--- src/rtl/itoa_pkg.sv ---
package itoa_pkg;

    // request modes as they arrive on the input channel
    localparam logic [1:0] MODE_LITERAL  = 2'd0;
    localparam logic [1:0] MODE_SIGNED   = 2'd1;
    localparam logic [1:0] MODE_UNSIGNED = 2'd2;
    localparam logic [1:0] MODE_HEX      = 2'd3;

    // field widths
    localparam int unsigned VALUE_W = 32;
    localparam int unsigned CHAR_W  = 8;

    // decimal digits of a 32-bit magnitude, four bits of input per conversion step
    localparam int unsigned NUM_DIGITS  = 10;
    localparam int unsigned BCD_W       = NUM_DIGITS * 4;
    localparam int unsigned BITS_STEP   = 4;
    localparam int unsigned CONV_STEPS  = VALUE_W / BITS_STEP;

    // default depth of the request queue
    localparam int unsigned QUEUE_DEPTH = 2;

    // characters
    localparam logic [7:0] CH_ZERO  = 8'h30;
    localparam logic [7:0] CH_MINUS = 8'h2D;
    localparam logic [7:0] CH_X     = 8'h78;

    // what the back end has to do with a request
    typedef enum logic [1:0] {
        K_LIT,
        K_DEC,
        K_HEX
    } kind_t;

    // classified request handed from front to back
    typedef struct packed {
        kind_t               kind;
        logic                neg;
        logic [VALUE_W-1:0]  mag;
        logic [CHAR_W-1:0]   ch;
    } fmt_req_t;

    // back end sequencer states
    typedef enum logic [2:0] {
        B_IDLE,
        B_CONV,
        B_SCAN,
        B_PRE,
        B_DIG,
        B_LIT
    } back_state_t;

    // digit value to uppercase ascii
    function automatic logic [7:0] digit_char(input logic [3:0] d);
        logic [7:0] c;
        begin
            if (d < 4'd10)
            begin
                c = 8'h30 + {4'b0, d};
            end
            else
            begin
                c = 8'h37 + {4'b0, d};
            end
            return c;
        end
    endfunction

endpackage

--- src/rtl/integer_to_ascii_formatter_unit.sv ---
// path: request queue, back end sequencer, registered character output
// the back end finishes one request before it takes the next; for decimal it converts
// 4 bits per cycle into bcd
// the request queue lets the next request be taken while the back end works
// reset: asynchronous active low, empties the queue, idles the sequencer and
// drops the output valid; no storage clearing pass
module integer_to_ascii_formatter_unit #(
    parameter int unsigned QUEUE_DEPTH = itoa_pkg::QUEUE_DEPTH
) (
    input  logic        clk,
    input  logic        rst_n,
    input  logic        s_tvalid,
    output logic        s_tready,
    input  logic [39:0] s_tdata,   // value [31:0], character [39:32]
    input  logic [1:0]  s_tuser,   // mode [1:0]
    output logic        m_tvalid,
    input  logic        m_tready,
    output logic [7:0]  m_tdata,   // out_char [7:0]
    output logic        m_tlast
);
    import itoa_pkg::*;

    fmt_req_t  push_data;
    fmt_req_t  pop_data;
    logic      push;
    logic      full;
    logic      pop_valid;
    logic      pop;

    // classify incoming requests
    itoa_front u_front (
        .s_valid   (s_tvalid),
        .s_ready   (s_tready),
        .mode      (s_tuser),
        .value     (s_tdata[31:0]),
        .character (s_tdata[39:32]),
        .q_full    (full),
        .q_push    (push),
        .q_data    (push_data)
    );

    // decoupling queue
    itoa_queue #(
        .DEPTH (QUEUE_DEPTH)
    ) u_queue (
        .clk       (clk),
        .rst_n     (rst_n),
        .push      (push),
        .push_data (push_data),
        .full      (full),
        .pop_valid (pop_valid),
        .pop_data  (pop_data),
        .pop       (pop)
    );

    // conversion and character emission
    itoa_back u_back (
        .clk       (clk),
        .rst_n     (rst_n),
        .q_valid   (pop_valid),
        .q_data    (pop_data),
        .q_pop     (pop),
        .out_valid (m_tvalid),
        .out_ready (m_tready),
        .out_char  (m_tdata),
        .out_last  (m_tlast)
    );

endmodule

--- src/rtl/itoa_front.sv ---
module itoa_front (
    input  logic                  s_valid,
    output logic                  s_ready,
    input  logic [1:0]            mode,
    input  logic [31:0]           value,
    input  logic [7:0]            character,
    input  logic                  q_full,
    output logic                  q_push,
    output itoa_pkg::fmt_req_t    q_data
);
    import itoa_pkg::*;

    // take a request whenever the queue has room
    assign s_ready = !q_full;
    assign q_push  = s_valid && !q_full;

    // classify the request and take the magnitude of a negative signed value
    always_comb
    begin
        q_data.ch   = character;
        q_data.neg  = 1'b0;
        q_data.mag  = value;
        q_data.kind = K_LIT;
        unique case (mode)
            MODE_LITERAL:
            begin
                q_data.kind = K_LIT;
            end
            MODE_SIGNED:
            begin
                q_data.kind = K_DEC;
                q_data.neg  = value[VALUE_W-1];
                if (value[VALUE_W-1])
                begin
                    q_data.mag = 32'd0 - value;
                end
            end
            MODE_UNSIGNED:
            begin
                q_data.kind = K_DEC;
            end
            MODE_HEX:
            begin
                q_data.kind = K_HEX;
            end
            default:
            begin
                q_data.kind = K_LIT;
            end
        endcase
    end

endmodule

--- src/rtl/itoa_queue.sv ---
module itoa_queue #(
    parameter int unsigned DEPTH = itoa_pkg::QUEUE_DEPTH
) (
    input  logic                  clk,
    input  logic                  rst_n,
    input  logic                  push,
    input  itoa_pkg::fmt_req_t    push_data,
    output logic                  full,
    output logic                  pop_valid,
    output itoa_pkg::fmt_req_t    pop_data,
    input  logic                  pop
);
    import itoa_pkg::*;

    localparam int unsigned PW = (DEPTH > 1) ? $clog2(DEPTH) : 1;
    localparam int unsigned CW = $clog2(DEPTH + 1);

    fmt_req_t          entry_reg [DEPTH];
    logic [PW-1:0]     wr_ptr_reg, wr_ptr_next;
    logic [PW-1:0]     rd_ptr_reg, rd_ptr_next;
    logic [CW-1:0]     count_reg, count_next;

    assign full      = (count_reg == CW'(DEPTH));
    assign pop_valid = (count_reg != '0);
    assign pop_data  = entry_reg[rd_ptr_reg];

    // pointer and fill count update
    always_comb
    begin
        wr_ptr_next = wr_ptr_reg;
        rd_ptr_next = rd_ptr_reg;
        count_next  = count_reg;
        if (push)
        begin
            wr_ptr_next = (wr_ptr_reg == PW'(DEPTH - 1)) ? '0 : wr_ptr_reg + 1'b1;
        end
        if (pop && pop_valid)
        begin
            rd_ptr_next = (rd_ptr_reg == PW'(DEPTH - 1)) ? '0 : rd_ptr_reg + 1'b1;
        end
        if (push && !(pop && pop_valid))
        begin
            count_next = count_reg + 1'b1;
        end
        else if (!push && pop && pop_valid)
        begin
            count_next = count_reg - 1'b1;
        end
    end

    always_ff @(posedge clk or negedge rst_n)
    begin
        if (!rst_n)
        begin
            wr_ptr_reg <= '0;
            rd_ptr_reg <= '0;
            count_reg  <= '0;
        end
        else
        begin
            wr_ptr_reg <= wr_ptr_next;
            rd_ptr_reg <= rd_ptr_next;
            count_reg  <= count_next;
        end
    end

    // entry storage
    always_ff @(posedge clk)
    begin
        if (push)
        begin
            entry_reg[wr_ptr_reg] <= push_data;
        end
    end

    // queue never holds more than its depth
    assert property (@(posedge clk) disable iff (!rst_n)
        full |-> !push)
        else $error("queue written while full");

endmodule

--- src/rtl/itoa_back.sv ---
module itoa_back (
    input  logic                  clk,
    input  logic                  rst_n,
    input  logic                  q_valid,
    input  itoa_pkg::fmt_req_t    q_data,
    output logic                  q_pop,
    output logic                  out_valid,
    input  logic                  out_ready,
    output logic [7:0]            out_char,
    output logic                  out_last
);
    import itoa_pkg::*;

    back_state_t         state_reg, state_next;
    kind_t               kind_reg, kind_next;
    logic                neg_reg, neg_next;
    logic [VALUE_W-1:0]  bin_reg, bin_next;
    logic [BCD_W-1:0]    bcd_reg, bcd_next;
    logic [2:0]          step_reg, step_next;
    logic [3:0]          pos_reg, pos_next;
    logic [1:0]          pre_reg, pre_next;
    logic [CHAR_W-1:0]   ch_reg, ch_next;
    logic                out_valid_reg, out_valid_next;
    logic [7:0]          out_char_reg, out_char_next;
    logic                out_last_reg, out_last_next;

    logic                adv;
    logic                emit;
    logic [BCD_W-1:0]    conv_bcd;
    logic [3:0]          top_pos;
    logic [3:0]          cur_digit;

    // one shift-add-3 step of binary to bcd conversion
    function automatic logic [BCD_W-1:0] dd_bit(input logic [BCD_W-1:0] b,
                                                input logic in_bit);
        logic [BCD_W-1:0] a;
        begin
            a = b;
            for (int i = 0; i < NUM_DIGITS; i++)
            begin
                if (a[i*4 +: 4] >= 4'd5)
                begin
                    a[i*4 +: 4] = a[i*4 +: 4] + 4'd3;
                end
            end
            return {a[BCD_W-2:0], in_bit};
        end
    endfunction

    assign adv       = !out_valid_reg || out_ready;
    assign out_valid = out_valid_reg;
    assign out_char  = out_char_reg;
    assign out_last  = out_last_reg;

    // four conversion bits per cycle
    always_comb
    begin
        conv_bcd = bcd_reg;
        for (int k = 0; k < BITS_STEP; k++)
        begin
            conv_bcd = dd_bit(conv_bcd, bin_reg[VALUE_W-1-k]);
        end
    end

    // highest non-zero digit, zero when the number is zero
    always_comb
    begin
        top_pos = 4'd0;
        for (int i = 0; i < NUM_DIGITS; i++)
        begin
            if (bcd_reg[i*4 +: 4] != 4'd0)
            begin
                top_pos = 4'(i);
            end
        end
    end

    assign cur_digit = 4'(bcd_reg >> {pos_reg, 2'b00});

    // next state
    always_comb
    begin
        state_next = state_reg;
        unique case (state_reg)
            B_IDLE:
            begin
                if (q_valid)
                begin
                    unique case (q_data.kind)
                        K_DEC:   state_next = B_CONV;
                        K_HEX:   state_next = B_SCAN;
                        default: state_next = B_LIT;
                    endcase
                end
            end
            B_CONV:
            begin
                if (step_reg == 3'(CONV_STEPS - 1))
                begin
                    state_next = B_SCAN;
                end
            end
            B_SCAN:
            begin
                if (kind_reg == K_HEX || neg_reg)
                begin
                    state_next = B_PRE;
                end
                else
                begin
                    state_next = B_DIG;
                end
            end
            B_PRE:
            begin
                if (adv && pre_reg == 2'd1)
                begin
                    state_next = B_DIG;
                end
            end
            B_DIG:
            begin
                if (adv && pos_reg == 4'd0)
                begin
                    state_next = B_IDLE;
                end
            end
            B_LIT:
            begin
                if (adv)
                begin
                    state_next = B_IDLE;
                end
            end
            default:
            begin
                state_next = B_IDLE;
            end
        endcase
    end

    // datapath and output register
    always_comb
    begin
        q_pop          = 1'b0;
        emit           = 1'b0;
        kind_next      = kind_reg;
        neg_next       = neg_reg;
        bin_next       = bin_reg;
        bcd_next       = bcd_reg;
        step_next      = step_reg;
        pos_next       = pos_reg;
        pre_next       = pre_reg;
        ch_next        = ch_reg;
        out_char_next  = out_char_reg;
        out_last_next  = out_last_reg;
        unique case (state_reg)
            B_IDLE:
            begin
                q_pop     = q_valid;
                kind_next = q_data.kind;
                neg_next  = q_data.neg;
                ch_next   = q_data.ch;
                bin_next  = q_data.mag;
                step_next = 3'd0;
                if (q_data.kind == K_HEX)
                begin
                    bcd_next = BCD_W'(q_data.mag);
                end
                else
                begin
                    bcd_next = '0;
                end
            end
            B_CONV:
            begin
                bcd_next  = conv_bcd;
                bin_next  = {bin_reg[VALUE_W-BITS_STEP-1:0], {BITS_STEP{1'b0}}};
                step_next = step_reg + 1'b1;
            end
            B_SCAN:
            begin
                pos_next = top_pos;
                pre_next = (kind_reg == K_HEX) ? 2'd2 : {1'b0, neg_reg};
            end
            B_PRE:
            begin
                if (adv)
                begin
                    emit          = 1'b1;
                    out_last_next = 1'b0;
                    pre_next      = pre_reg - 1'b1;
                    if (kind_reg == K_HEX)
                    begin
                        out_char_next = (pre_reg == 2'd2) ? CH_ZERO : CH_X;
                    end
                    else
                    begin
                        out_char_next = CH_MINUS;
                    end
                end
            end
            B_DIG:
            begin
                if (adv)
                begin
                    emit          = 1'b1;
                    out_char_next = digit_char(cur_digit);
                    out_last_next = (pos_reg == 4'd0);
                    pos_next      = pos_reg - 1'b1;
                end
            end
            B_LIT:
            begin
                if (adv)
                begin
                    emit          = 1'b1;
                    out_char_next = ch_reg;
                    out_last_next = 1'b1;
                end
            end
            default:
            begin
                q_pop = 1'b0;
            end
        endcase
        out_valid_next = emit || (out_valid_reg && !out_ready);
    end

    // control state
    always_ff @(posedge clk or negedge rst_n)
    begin
        if (!rst_n)
        begin
            state_reg     <= B_IDLE;
            out_valid_reg <= 1'b0;
        end
        else
        begin
            state_reg     <= state_next;
            out_valid_reg <= out_valid_next;
        end
    end

    // working registers
    always_ff @(posedge clk)
    begin
        kind_reg     <= kind_next;
        neg_reg      <= neg_next;
        bin_reg      <= bin_next;
        bcd_reg      <= bcd_next;
        step_reg     <= step_next;
        pos_reg      <= pos_next;
        pre_reg      <= pre_next;
        ch_reg       <= ch_next;
        out_char_reg <= out_char_next;
        out_last_reg <= out_last_next;
    end

    // the final character of a request returns the sequencer to idle
    assert property (@(posedge clk) disable iff (!rst_n)
        (emit && out_last_next) |=> (state_reg == B_IDLE))
        else $error("last character not followed by idle");

    // a new request is only taken when the previous one is finished
    assert property (@(posedge clk) disable iff (!rst_n)
        q_pop |-> (state_reg == B_IDLE))
        else $error("request popped while busy");

    // digit position stays inside the bcd word while emitting
    assert property (@(posedge clk) disable iff (!rst_n)
        (state_reg == B_DIG) |-> (pos_reg < 4'(NUM_DIGITS)))
        else $error("digit position out of range");

    // prefix state always has a prefix character left
    assert property (@(posedge clk) disable iff (!rst_n)
        (state_reg == B_PRE) |-> (pre_reg != 2'd0))
        else $error("prefix state with empty prefix count");

endmodule
--- config.mk ---
export PLATFORM = sky130hd
export DESIGN_NAME = integer_to_ascii_formatter_unit
export DESIGN_NICKNAME = d
export VERILOG_FILES = /design/src/rtl/itoa_pkg.sv /design/src/rtl/integer_to_ascii_formatter_unit.sv /design/src/rtl/itoa_front.sv /design/src/rtl/itoa_queue.sv /design/src/rtl/itoa_back.sv
export SDC_FILE = /design/constraint.sdc
export NUM_CORES = 1
export LEC_CHECK = 0
export BUFFER_PORTS_ARGS = -buffer_cell sky130_fd_sc_hd__buf_2
export CELL_PAD_IN_SITES_DETAIL_PLACEMENT = 0
export CELL_PAD_IN_SITES_GLOBAL_PLACEMENT = 1
export CORE_MARGIN = 4
export CORE_UTILIZATION = 30
export CTS_BUF_LIST = sky130_fd_sc_hd__clkbuf_8
export DETAILED_ROUTE_END_ITERATION = 8
export PLACE_DENSITY = 0.53
export SYNTH_ARGS = -nofsm -noshare
export SYNTH_HDL_FRONTEND = slang
export SYNTH_SLANG_ARGS = --single-unit
--- constraint.sdc ---
create_clock -name clk -period 5.4 [get_ports clk]
set_input_delay 0.27 -clock clk [delete_from_list [all_inputs] [get_ports clk]]
set_output_delay 0.27 -clock clk [all_outputs]
set_load 0.1 [all_outputs]
==> results.sh, run 1 <==
export IMPL_wire_length_of_the_first_global_routing_pass_um=53700
export IMPL_first_global_vias=9794
export IMPL_preCtsSetupSlack_ps=1340
export IMPL_critPathLaunchType="register"
export IMPL_fin_tns_setup_ps=0
export IMPL_number_of_design_rule_violations_left_by_the_first_detailed_router_iteration=505
export IMPL_postSynth_topFlopCell="edfxtp_1"
export IMPL_insertion_delay_ps=490
export IMPL_critPathRequiredTime_ps=5670
export IMPL_maxSlewHeadroom=0.274
export IMPL_hpwlAfterDp_um=25300
export IMPL_start_util=0.307
export IMPL_post_place_cells=1973
export IMPL_worst_ep_arrival_time_ps=4310
export IMPL_post_dr_vias_cell=5.02
export IMPL_status="complete, no violations"
export IMPL_rows=77
export IMPL_mappedNetlistArea_sq_um=13700
export IMPL_via_count=10100
export IMPL_cp_end_kind="register"
export IMPL_pin_count=57
export IMPL_largest_reg_flops=86
export IMPL_die_area_sq_um=49100
export IMPL_register_area_sq_um=5820
export IMPL_ys_warn_count=0
export IMPL_finalClockSkew_ps=16.3
export IMPL_worst_hold_path_type="in -> reg"
export IMPL_synth_nets=1472
export IMPL_fill_cells=4534
export IMPL_dieHeight_um=222
export IMPL_postSynthAreaPerCell_sq_um=9.96
export IMPL_final_period_util=0.750
export IMPL_netlist_cell_type_count=89
export IMPL_postSynthCellCount=1373
export IMPL_finalCriticalPeriod_ps=4050
export IMPL_timing_max_transition_violations_final=0
export IMPL_insertedDiodeCount=0
export IMPL_design_core_area_sq_um=44600
export IMPL_cts_buffers_inserted=17
export IMPL_h_tree_depth=4
export IMPL_gr_usage_all_layers=0.134
export IMPL_final_worst_setup_slack_ps=1350
export IMPL_postRouteAntennaNets=0
export IMPL_drive_gt1_frac=0.142
export IMPL_final_setup_viol_count=0
export IMPL_async_flop_share=0.0410
export IMPL_cts_buffer_depth=2
export IMPL_timing_worst_slew_pin_value_ps=1090
export IMPL_route_detailed_drc=0
export IMPL_antenna_found_initial=0
export IMPL_drt_first_pass_iters=4
export IMPL_synthToLayoutAreaGrowth_pct=10.1
export IMPL_grt_start_max_net_pins=80
export IMPL_setup_worst_path_class="reg -> reg"
export IMPL_cts_setup_buffers=0
export IMPL_post_layout_nonfiller_instances=2015
export IMPL_synth_edf_count=187
export IMPL_totalWireLength_um=33400
export IMPL_chipWidth_um=222
export IMPL_whs_ps=100
export IMPL_clockRootBuffer="clkbuf_8"
export IMPL_tritoncts_clock_tree="built"
export IMPL_gr_total_overflow=0
export IMPL_rsz0062_at_grt="false"
export IMPL_max_freq_mhz=247
export IMPL_multi_input_comb_area_sq_um=7330
export IMPL_clock_slew_at_the_register_clock_pins_of_the_worst_setup_and_hold_paths_ps=120
export IMPL_yosysSeqAreaShare=0.425
export IMPL_crit_fanout=4
export IMPL_drt_wirelength_per_cell_um=16.6
export IMPL_maxCapViolCount=0
export IMPL_number_of_sinks_driven_by_the_clock_tree=195
export IMPL_design_final_nets=1509
export IMPL_globalplace_congestion=0.796
export IMPL_hold_violations=0
export IMPL_postSynthRegisterBits=195
export IMPL_port_buffers=56
==> layout make-up <==
cell class / count / area share
inverter: 82 / 0.0204
tap: 592 / 0.0492
sequential: 195 / 0.386
timing repair buffer: 75 / 0.0297
clock buffer: 18 / 0.0165
clock inverter: 14 / 0.0115
multi-input combinational: 1039 / 0.486
==> synth_stat cells (23+ instances only) <==
library cell,number,share of area
nand2_1,105,0.029
mux2i_1,57,0.042
xnor2_1,36,0.023
o21ai_0,63,0.023
nor3_1,23,0.0084
nand3_1,24,0.0088
a21oi_1,112,0.041
a211oi_1,32,0.018
mux2_2,27,0.022
inv_1,76,0.021
nand2b_1,31,0.014
clkbuf_1,30,0.0082
nor2_1,112,0.031
edfxtp_1,187,0.41
ha_1,53,0.048
==> through the flow <==
step | instance area, sq um | utilization
after floorplan | 13700 | -
after global placement | 14500 | 0.326
after detailed placement | 14500 | 0.326
after CTS | 15100 | 0.338
after global routing | 15100 | 0.338
final | 15100 | 0.338
==> worst paths after layout <==
| kind | from | to | slack (ps) | depth (start not counted) |
|---|---|---|---|---|
| worst max register to register | u_back.bcd_reg[36] | u_back.bcd_reg[37] | 1350 | 20 |
| min in group asynchronous | rst_n | u_queue.wr_ptr_reg | 160 | 2 |
| worst max-delay path | u_back.bcd_reg[36] | u_back.bcd_reg[37] | 1350 | 20 |
| max in group asynchronous | rst_n | u_queue.rd_ptr_reg | 5030 | 2 |
| worst min-delay path | s_tvalid | u_queue.count_reg[0] | 100 | 3 |
| worst min register to register | u_queue.wr_ptr_reg | u_queue.wr_ptr_reg | 550 | 1 |
==> worst max-delay path, stage by stage (launching register included) <==
cell and delay, ps:
edfxtp_1 470, inv_1 90, ha_1 210, nand2b_1 70
a21oi_1 250, xnor2_1 180, inv_1 100, ha_1 200
nand2b_1 130, a21oi_1 240, xnor2_1 220, ha_1 250
nand2b_1 80, a211oi_1 200, o21ai_1 130, xnor2_1 190
ha_1 240, nor2b_1 130, o21bai_1 220, xnor2_1 160
nor2_1 60
==> cells in the final DEF, fill, tap and decap left out, types with 12 or more instances in the layout <==
cell      instances
and3_1           13
a21boi_0         12
o22ai_1          19
o21ai_1          22
nor3_1           22
edfxtp_1        187
clkbuf_8         18
xnor2_1          36
nand2b_1         31
xor2_1           14
nor2b_1          16
inv_1            76
or3_1            13
nand3_1          24
ha_1             53
buf_2            56
mux2_2           27
nand2_1         104
nor2_1          110
mux2i_1          57
and2_1           15
a21oi_1         112
o21ai_0          63
o21a_1           20
or2_2            13
a211oi_1         32
==> repair_timing <==
action                    4_1_cts  5_1_grt
hold endpoints to repair       26        0
gates resized for setup         0        0
hold buffers                   10        0
==> cells by family (layout without fill, tap and decap cells) <==
kind of cell,count (synthesis),after routing,share of synthesized area
compound gates,425,425,0.214
simple gates,408,408,0.147
flops,195,195,0.425
buf+inv,139,189,0.0413
mux,100,100,0.0874
fa+ha+maj,54,54,0.0492
xor+xnor,52,52,0.0360
==> metal layers <==
layer | global-route usage | wire length (um) | up-vias
li1 | - | - | 5208
met1 | 0.197 | 17300 | 4771
met5 | 0 | 0 | -
met4 | 0.0328 | 498 | 0
met2 | 0.210 | 14900 | 107
met3 | 0.0184 | 778 | 24
Power of run 1 is not shown: default switching activity piles up to over one toggle a cycle in this logic, so the estimate is an artifact.
==> run 2, diff against run 1 <==
--- a/config.mk
+++ b/config.mk
@@ -5,6 +5,7 @@
 export SDC_FILE = /design/constraint.sdc
 export NUM_CORES = 1
 export LEC_CHECK = 0
+export ABC_AREA = 1
 export BUFFER_PORTS_ARGS = -buffer_cell sky130_fd_sc_hd__buf_2
 export CELL_PAD_IN_SITES_DETAIL_PLACEMENT = 0
 export CELL_PAD_IN_SITES_GLOBAL_PLACEMENT = 1
@@ -12,7 +13,7 @@
 export CORE_UTILIZATION = 30
 export CTS_BUF_LIST = sky130_fd_sc_hd__clkbuf_8
 export DETAILED_ROUTE_END_ITERATION = 8
-export PLACE_DENSITY = 0.53
+export PLACE_DENSITY = 0.56
 export SYNTH_ARGS = -nofsm -noshare
 export SYNTH_HDL_FRONTEND = slang
 export SYNTH_SLANG_ARGS = --single-unit
==> constraint.sdc (replaced) <==
create_clock -name clk -period 3.5 [get_ports clk]
set_input_delay 0.175 -clock clk [delete_from_list [all_inputs] [get_ports clk]]
set_output_delay 0.175 -clock clk [all_outputs]
set_load 0.1 [all_outputs]
==> run 2 against run 1 <==
The flow now finishes with violations (setup timing). Design area is 3.0% higher. Die area is 3.2% lower. Register-to-register slack worse by 1400 ps. Worst hold slack worse by 58 ps. Synthesized cell count is 22% higher. Largest cell class unchanged.
==> results.sh, run 2 <==
export IMPL_most_common_cell_after_layout_fill_and_taps_aside="nand2_1"
export IMPL_tritoncts_clock_tree="built"
export IMPL_largest_reg_flops=86
export IMPL_maxCapViolCount=0
export IMPL_rows=76
export IMPL_fin_tns_setup_ps=-192
export IMPL_timing_max_transition_violations_final=0
export IMPL_number_of_sinks_driven_by_the_clock_tree=195
export IMPL_gr_total_overflow=0
export IMPL_final_setup_viol_count=2
export IMPL_post_synth_xor_area_fraction=0.0272
export IMPL_drive_gt1_frac=0.197
export IMPL_first_global_vias=10300
export IMPL_grt_start_max_net_pins=67
export IMPL_chipWidth_um=218
export IMPL_post_dr_vias_cell=4.51
export IMPL_antenna_found_initial=0
export IMPL_maxSlewHeadroom=0.509
export IMPL_yosys_area_share_simple=0.336
export IMPL_status="finished, violations left"
export IMPL_synth_top_family_by_area="simple AND/OR/NAND/NOR gates"
export IMPL_wire_length_of_the_first_global_routing_pass_um=52100
export IMPL_clockRootBuffer="clkbuf_8"
export IMPL_clock_slew_at_the_register_clock_pins_of_the_worst_setup_and_hold_paths_ps=110
export IMPL_mappedNetlistArea_sq_um=13200
export IMPL_drt_wirelength_per_cell_um=13.5
export IMPL_yosysSeqAreaShare=0.440
export IMPL_postSynth_topFlopCell="edfxtp_1"
export IMPL_critPathRequiredTime_ps=3750
export IMPL_cp_end_kind="register"
export IMPL_start_util=0.305
export IMPL_final_period_util=1.03
export IMPL_postSynthRegisterBits=195
export IMPL_ys_top_cells_by_count="nand2_1, inv_1, edfxtp_1"
export IMPL_netlist_cell_type_count=59
export IMPL_synth_top_area_share=0.425
export IMPL_hpwlAfterDp_um=24800
export IMPL_cts_buffer_depth=2
export IMPL_failed_checks="setup timing"
export IMPL_synth_nets=1776
export IMPL_post_synth_fa_ha_maj_area_fraction=0.0502
export IMPL_synth_area_leaders="edfxtp_1, nand2_1, inv_1"
export IMPL_totalWireLength_um=32600
export IMPL_globalplace_congestion=0.802
export IMPL_synth_edf_count=187
export IMPL_timing_worst_slew_pin_value_ps=736
export IMPL_mostFrequentLayoutCells="nand2_1, inv_1, edfxtp_1, nand3_1, nor2_1"
export IMPL_worst_ep_arrival_time_ps=3840
export IMPL_finalCriticalPeriod_ps=3600
export IMPL_postSynthCellCount=1677
export IMPL_port_buffers=56
export IMPL_crit_fanout=3
export IMPL_via_count=10900
export IMPL_dieHeight_um=218
export IMPL_r2r_setup_slack_ps=-100
export IMPL_gr_usage_all_layers=0.136
export IMPL_yosysTopAreaCell="edfxtp_1"
export IMPL_worst_hold_path_type="in -> reg"
export IMPL_yosys_mux_area_fraction=0.000757
export IMPL_fill_cells=4647
export IMPL_final_worst_setup_slack_ps=-97.3
export IMPL_synth_compound_area_share=0.0696
export IMPL_drt_first_pass_iters=5
export IMPL_insertedDiodeCount=0
export IMPL_finalClockSkew_ps=20.3
export IMPL_route_detailed_drc=0
export IMPL_die_area_sq_um=47500
export IMPL_number_of_design_rule_violations_left_by_the_first_detailed_router_iteration=601
export IMPL_rsz0062_at_grt="true"
export IMPL_postSynthAreaPerCell_sq_um=7.88
export IMPL_design_final_nets=1910
export IMPL_hold_violations=0
export IMPL_cts_buffers_inserted=17
export IMPL_max_freq_mhz=278
export IMPL_setup_worst_path_class="reg -> reg"
export IMPL_synthToLayoutAreaGrowth_pct=17.4
export IMPL_critPathLaunchType="register"
export IMPL_ys_warn_count=0
export IMPL_async_flop_share=0.0410
export IMPL_synth_most_common_cell="nand2_1"
export IMPL_design_core_area_sq_um=43400
export IMPL_insertion_delay_ps=500
export IMPL_pin_count=57
export IMPL_h_tree_depth=4
export IMPL_postRouteAntennaNets=0
[run 2: cell types whose count changed after synthesis, sizes merged, moves of 35 or more]
cell and delta:
a211oi -39, nand2 +540, a21oi -86, mux2i -61
nand3 +120, nand4 +35, inv +151
[run 2: cells by family (layout without fill, tap and decap cells)]
| group | Yosys count | count (layout) |
|---|---|---|
| buffers and inverters | 266 | 413 |
| adder cells (fa/ha/maj) | 53 | 53 |
| AND/OR/NAND/NOR | 967 | 967 |
| flip-flops | 195 | 195 |
| XOR/XNOR | 41 | 41 |
| AO/OA/AOI/OAI | 154 | 154 |
| multiplexers | 1 | 1 |
[run 2: path summary, 6_finish.rpt]
kind	startpoint	endpoint	cells past startpoint
max in group asynchronous	rst_n	u_back.out_valid	2
max	u_back.bcd_reg[36]	u_back.bcd_reg[37]	24
min reg2reg	u_queue.entry_reg[0][0]	u_back.ch_reg[0]	2
max reg2reg	u_back.bcd_reg[36]	u_back.bcd_reg[37]	24
min	s_tdata[21]	u_queue.entry_reg[0][29]	3
min in group asynchronous	rst_n	u_queue.count_reg[1]	2
[run 2: stage by stage]
| step | util | hold WS (ps) | setup WS (ps) | cell area (sq um) | cells |
|---|---|---|---|---|---|
| floorplan | - | -121 | -58.3 | 13300 | 1677 |
| global placement | 0.334 | 43.5 | -213 | 14500 | 2326 |
| detailed placement | 0.334 | 45.7 | -267 | 14500 | 2326 |
| CTS | 0.351 | 0.129 | -79.2 | 15200 | 2389 |
| global route | 0.358 | 26.9 | -344 | 15500 | 2409 |
| finish | 0.358 | 42.4 | -97.3 | 15500 | 2409 |
[run 2: what timing repair did]
action                                  CTS  global route
hold buffers                             21             0
hold endpoints to repair                 46             0
pin swaps                                13            24
setup buffers                            10            24
endpoints found under the setup margin    2            15
cloned                                    0             0
gates resized for setup                   9            44
[run 2: area by class of cell]
type	instances	area (sq um)	share of cell area
flip-flops and latches	195	5820	0.375
well taps	585	732	0.0472
inverters	234	881	0.0568
repair buffers	147	1030	0.0663
clock inverters	15	175	0.0113
clock buffers	17	234	0.0151
multi-input cells	1216	6650	0.429
[run 2: worst max-delay path: stages (launching register included)]
cell and delay (ps):
edfxtp_1 450, inv_2 100, ha_4 130, inv_2 40
nand2_2 80, nand3_4 100, xor2_4 220, ha_4 160
inv_2 40, o21ai_2 150, nand2_2 110, xor2_4 170
ha_2 210, inv_1 40, o211ai_1 140, nand2_1 130
xor2_2 200, inv_1 90, ha_2 170, inv_2 40
or2_4 210, o211ai_1 120, nand2_1 110, nand2_1 90
a21oi_2 50
[run 2: layer usage]
metal | share of wire | GRT usage | wire [um] | vias to the layer above
met3 | 0.024 | 0.0176 | 796 | 24
li1 | - | - | - | 5742
met2 | 0.47 | 0.225 | 15200 | 122
met4 | 0.012 | 0.0316 | 401 | 0
met1 | 0.50 | 0.189 | 16200 | 4974
met5 | 0 | 0 | 0 | -
Power of run 2 is left out for the same reason.
